`src/amq_pkg.sv`:
```
`timescale 1ns / 1ps
// ----------------------------------------------------------------------------
// amq_pkg
// Shared types, codes and constants of the array min priority queue.
// ----------------------------------------------------------------------------
package amq_pkg;

  localparam int MAX_VERTICES_DEF = 256;

  localparam int KEY_W   = 32;
  localparam int VTX_W   = 8;
  localparam int FUNC_W  = 2;
  localparam int VCNT_W  = 9;
  localparam int CFG_IDX_W  = 1;
  localparam int CFG_DATA_W = 9;

  // distances at or above this value are unreachable
  localparam logic [KEY_W-1:0] KEY_INF = 32'h7FFF_FFFF;

  // operation codes
  localparam logic [FUNC_W-1:0] FUNC_LOAD     = 2'd0;
  localparam logic [FUNC_W-1:0] FUNC_DEL_MIN  = 2'd1;
  localparam logic [FUNC_W-1:0] FUNC_DEC_KEY  = 2'd2;

  // configuration register indexes
  localparam logic [CFG_IDX_W-1:0] CFG_VERTEX_COUNT  = 1'd0;
  localparam logic [CFG_IDX_W-1:0] CFG_SOURCE_VERTEX = 1'd1;

  localparam logic [VCNT_W-1:0] VERTEX_COUNT_RST  = 9'd256;
  localparam logic [VTX_W-1:0]  SOURCE_VERTEX_RST = 8'd0;

  typedef struct packed {
    logic [VTX_W-1:0] vertex;
    logic [KEY_W-1:0] key;
  } slot_t;

  // status of the slot scan unit
  typedef struct packed {
    logic dv;    // read data of the scanned slot is on the RAM output
    logic done;  // every slot below the limit has been delivered
  } scan_st_t;

endpackage

```
`src/amq_scan.sv`:
```
`timescale 1ns / 1ps
// ----------------------------------------------------------------------------
// amq_scan
// Slot walker: issues one RAM read per cycle for slots 0 .. limit-1 and
// tags the returning read data with its slot index.
// ----------------------------------------------------------------------------
module amq_scan #(
  parameter int MAX_VERTICES = amq_pkg::MAX_VERTICES_DEF
) (
  input  logic                              clk,
  input  logic                              rst_n,
  input  logic                              start,
  input  logic [$clog2(MAX_VERTICES+1)-1:0] limit,
  output logic [$clog2(MAX_VERTICES)-1:0]   addr,
  output logic [$clog2(MAX_VERTICES)-1:0]   didx,
  output amq_pkg::scan_st_t                 st
);

  localparam int AW = $clog2(MAX_VERTICES);
  localparam int CW = $clog2(MAX_VERTICES + 1);

  logic [CW-1:0] cnt_r;
  logic [CW-1:0] limit_r;
  logic          run_r;
  logic          dv_r;
  logic [AW-1:0] didx_r;
  logic          issue;
  logic          done;

  assign issue = run_r && (cnt_r < limit_r);
  assign done  = run_r && !issue && !dv_r;
  assign addr  = cnt_r[AW-1:0];
  assign didx  = didx_r;
  assign st.dv   = dv_r;
  assign st.done = done;

  always_ff @(posedge clk) begin
    if (!rst_n) begin
      run_r <= 1'b0;
      dv_r  <= 1'b0;
    end else if (start) begin
      run_r <= 1'b1;
      dv_r  <= 1'b0;
    end else begin
      dv_r <= issue;
      if (done) begin
        run_r <= 1'b0;
      end
    end
  end

  always_ff @(posedge clk) begin
    if (start) begin
      cnt_r   <= '0;
      limit_r <= limit;
    end else if (issue) begin
      cnt_r <= cnt_r + CW'(1);
    end
    didx_r <= cnt_r[AW-1:0];
  end

endmodule

```
`config.mk`:
```
export PLATFORM = sky130hd
export DESIGN_NAME = amq_scan
export DESIGN_NICKNAME = d
export VERILOG_FILES = /design/src/amq_pkg.sv /design/src/amq_scan.sv
export SDC_FILE = /design/constraint.sdc
export NUM_CORES = 1
export LEC_CHECK = 0
export BUFFER_PORTS_ARGS = -buffer_cell sky130_fd_sc_hd__buf_2
export CAP_MARGIN = 10
export CORE_MARGIN = 1
export CORE_UTILIZATION = 51
export DETAILED_ROUTE_END_ITERATION = 16
export GPL_TIMING_DRIVEN = 0
export HOLD_SLACK_MARGIN = 0.06
export PLACE_DENSITY = 0.77
export SETUP_SLACK_MARGIN = 0.2
export SLEW_MARGIN = 15
export SYNTH_ARGS = -nofsm -noshare
export SYNTH_HDL_FRONTEND = slang
export SYNTH_SLANG_ARGS = --single-unit
```
`constraint.sdc`:
```
create_clock -name clk -period 3.1 [get_ports clk]
set_clock_uncertainty 0.2 [all_clocks]
set_input_delay 0.465 -clock clk [delete_from_list [all_inputs] [get_ports clk]]
set_output_delay 0.465 -clock clk [all_outputs]
set_load 0.005 [all_outputs]
```
==> metrics.md <==
| Metric | Value |
|---|---|
| Worst EP arrival | `2.02 ns` |
| Top-area cell type share of the netlist area | `30.8%` |
| CTS H-tree lvls | `1` |
| Area occupied by multi-input gates | `463 um2` |
| Max-Cap Viols | `0` |
| PnR worst setup slack | `0.417 ns` |
| Num ports | `30` |
| Leak | `0.721 nW` |
| Fmax achieved | `373 MHz` |
| DR vias/cell | `5.09` |
| Final nets | `167` |
| Peak supply drop | `0.000310 V` |
| Max-slew violations | `0` |
| Sum Neg Setup Slack | `0 ns` |
| PD cells | `440 nW/um2` |
| Largest net degree at the start of global routing | `18` |
| Cells along the critical path | `inv_1 > ha_1 > nand4_1 > a21oi_1 > a21oi_1 > nor3_1 > buf_4 > buf_2` |
| CP most frequent cell | `a21oi_1` |
| Vias | `880` |
| Clock Tree Root | `clkbuf_4` |
| GRT Overall Usage | `17.6%` |
| Final wirelength | `2.04 mm` |
| Total gr overflow | `0` |
| Share of layout cells above drive strength 1 | `33.1%` |
| WHS | `0.0922 ns` |
| Initial core utilization | `54.7%` |
| Critical path launch point type | `register` |
| Wire length per cell | `11.8 um` |
| Most common cell after layout, fill and taps aside | `buf_2` |
| Layout Cells excl Fill | `173` |
| Cells after DPL | `169` |
| Skew-Pair Late Insertion Delay | `0.33 ns` |
| Die Y | `51.2 um` |
| Iter 0 DRT Violations | `8` |
| CTS Buf Count | `3` |
| Syn Area/Cell | `11.0 um2` |
| Cell Area, Placed | `1410 um2` |
| IO buf count | `29` |
| Slowest CP cell | `edfxtp_1` |
| Placer congestion estimate | `0.757` |
| Post-synth cell types | `24` |
| CTS Buffer Depth | `2` |
| CP Capture Type | `primary output` |
| Synth Cell Area | `1230 um2` |
| Critical Path RT | `2.43 ns` |
| Core area | `2250 um2` |
| Largest cells by area after synthesis | `dfxtp_1 (31%), edfxtp_1 (22%), ha_1 (9.1%)` |
| DRC viols | `0` |
| Vias in the first global route | `808` |
| Core Rows | `17` |
| Share of the clock period used by the worst path | `86.5%` |
| Initial antenna violation count | `0` |
| Final min period | `2.68 ns` |
| Mapped Cells | `112` |
| DRT antenna net count | `0` |
| Most frequent cells in the layout | `buf_2 (29), dfxtp_1 (19), inv_1 (11)` |
| Slew HR | `69.2%` |
| Synthesized flop and latch total | `28` |
| RSZ-0062 raised after global routing | `false` |
| Finish-stage setup viols | `0` |
| Area Overhead vs Synth | `17.5%` |
| First-pass iteration count of the detailed router | `5` |
| Pre-CTS setup slack | `0.735 ns` |
| Post-CTS Setup Bufs | `0` |
| Post-route cell area | `1450 um2` |
| Reg area | `651 um2` |
| Buf/Inv on CP | `3` |
| Crit Path Class | `reg -> out` |
| Crit Path Max Fanout | `3` |
| Worst-Margin Slew | `0.459 ns` |
| N_diodes | `0` |
| YS warnings | `0` |
| Clock sinks | `28` |
| CTS tree | `done` |
| Die X-Extent | `51.2 um` |
| Post-synth net total | `133` |
| Hold violation total from the final report | `0` |
| Leading area contributor after synthesis | `dfxtp_1` |
| Post-DP HPWL | `1.58 mm` |
| Total die area | `2620 um2` |
| Crit-path max cell delay | `0.38 ns` |
| Outcome | `finished clean` |
| First-pass GRT wire length | `3.35 mm` |
| Clock-pin slew on the worst setup and hold paths | `0.15 ns` |
| Worst min-delay path class | `in -> reg` |
| Top delay family on crit path | `compound AO/OA/AOI/OAI gates` |
| Fillers | `211` |
| Register area share after synthesis | `52.7%` |
==> worst register-to-register path: stages (launching register included) <==
cell	delay (ns)
dfxtp_1	0.38
ha_1	0.34
a211oi_2	0.25
o211ai_2	0.17
a211oi_4	0.42
nand4_1	0.19
mux2_1	0.34
==> final cells by class <==
type                       count  area share, %
buffer                        11           5.44
clock buffer                   4           2.50
inverter                      11           2.85
multi-input combinational     62           31.9
sequential                    28           44.9
tap                           28           2.42
timing repair buffer          29           10.0
==> metal layers <==
layer	vias to the layer above	global-route usage (%)	routed length, um
met5	-	0	0
met4	0	8.33	39
met3	5	2.68	79
met2	23	31.6	1040
met1	412	20.3	882
li1	440	-	-
==> metrics by stage <==
| step | total power [mW] | utilization, % |
|---|---|---|
| 6_report | 0.638 | 64.3 |
| 3_5_place_dp | 0.469 | 62.7 |
| 2_1_floorplan | 0.444 | - |
| 4_1_cts | 0.644 | 64.3 |
| 5_1_grt | 0.665 | 64.3 |
| 3_3_place_gp | 0.465 | 62.7 |
==> report_power, final <==
group | internal [mW] | switching [mW]
combinational | 0.0268 | 0.0285
clock | 0.0720 | 0.106
sequential | 0.395 | 0.00975
==> cell families (layout without fill, tap and decap cells) <==
| kind of cell | after synthesis | after routing | synth area share, % |
|---|---|---|---|
| muxes | 6 | 6 | 5.37 |
| buffers and inverters | 22 | 55 | 9.74 |
| AOI/OAI and AO/OA | 13 | 13 | 8.21 |
| adders and majority gates | 9 | 9 | 9.13 |
| and+or+nand+nor | 32 | 32 | 13.4 |
| xor gates and xnor gates | 2 | 2 | 1.42 |
| DFF | 28 | 28 | 52.7 |
==> cell usage after synthesis <==
| master | count |
|---|---|
| dfxtp_1 | 19 |
| inv_1 | 11 |
| buf_4 | 10 |
| edfxtp_1 | 9 |
| ha_1 | 9 |
| nor2_1 | 9 |
| nor2b_1 | 6 |
| a21oi_1 | 5 |
| mux2_1 | 5 |
| nand2_1 | 4 |
| nand4_1 | 4 |
| and3_1 | 3 |
| nand3_1 | 3 |
| o21ai_0 | 3 |
| nor3_1 | 2 |
| xnor2_1 | 2 |
| a211oi_1 | 1 |
| a211oi_2 | 1 |
| a211oi_4 | 1 |
| a21o_2 | 1 |
| and3b_2 | 1 |
| clkbuf_1 | 1 |
| mux2i_1 | 1 |
| o211ai_2 | 1 |
==> sequential cells by signal, indices dropped and copies added, names as in the netlist <==
register  cells
didx          8
run_r         1
cnt_r         9
dv_r          1
limit_r       9
==> timing repair <==
item                       in CTS  in global routing
resized for setup               0                  1
setup endpoints to repair       0                  1
hold buffers                    0                  0
==> path summary, 6_finish.rpt <==
| path | depth (start not counted) | from | end | slack [ns] |
|---|---|---|---|---|
| min | 1 | limit[5] | limit_r[5]$_DFFE_PP_ | 0.09 |
| max reg2reg | 6 | cnt_r[4]$_SDFFE_PP0P_ | cnt_r[5]$_SDFFE_PP0P_ | 0.73 |
| min reg2reg | 0 | cnt_r[4]$_SDFFE_PP0P_ | didx[4]$_DFF_P_ | 0.22 |
| max | 8 | limit_r[7]$_DFFE_PP_ | st[0] | 0.42 |
Power figures use the tool's default switching activity.
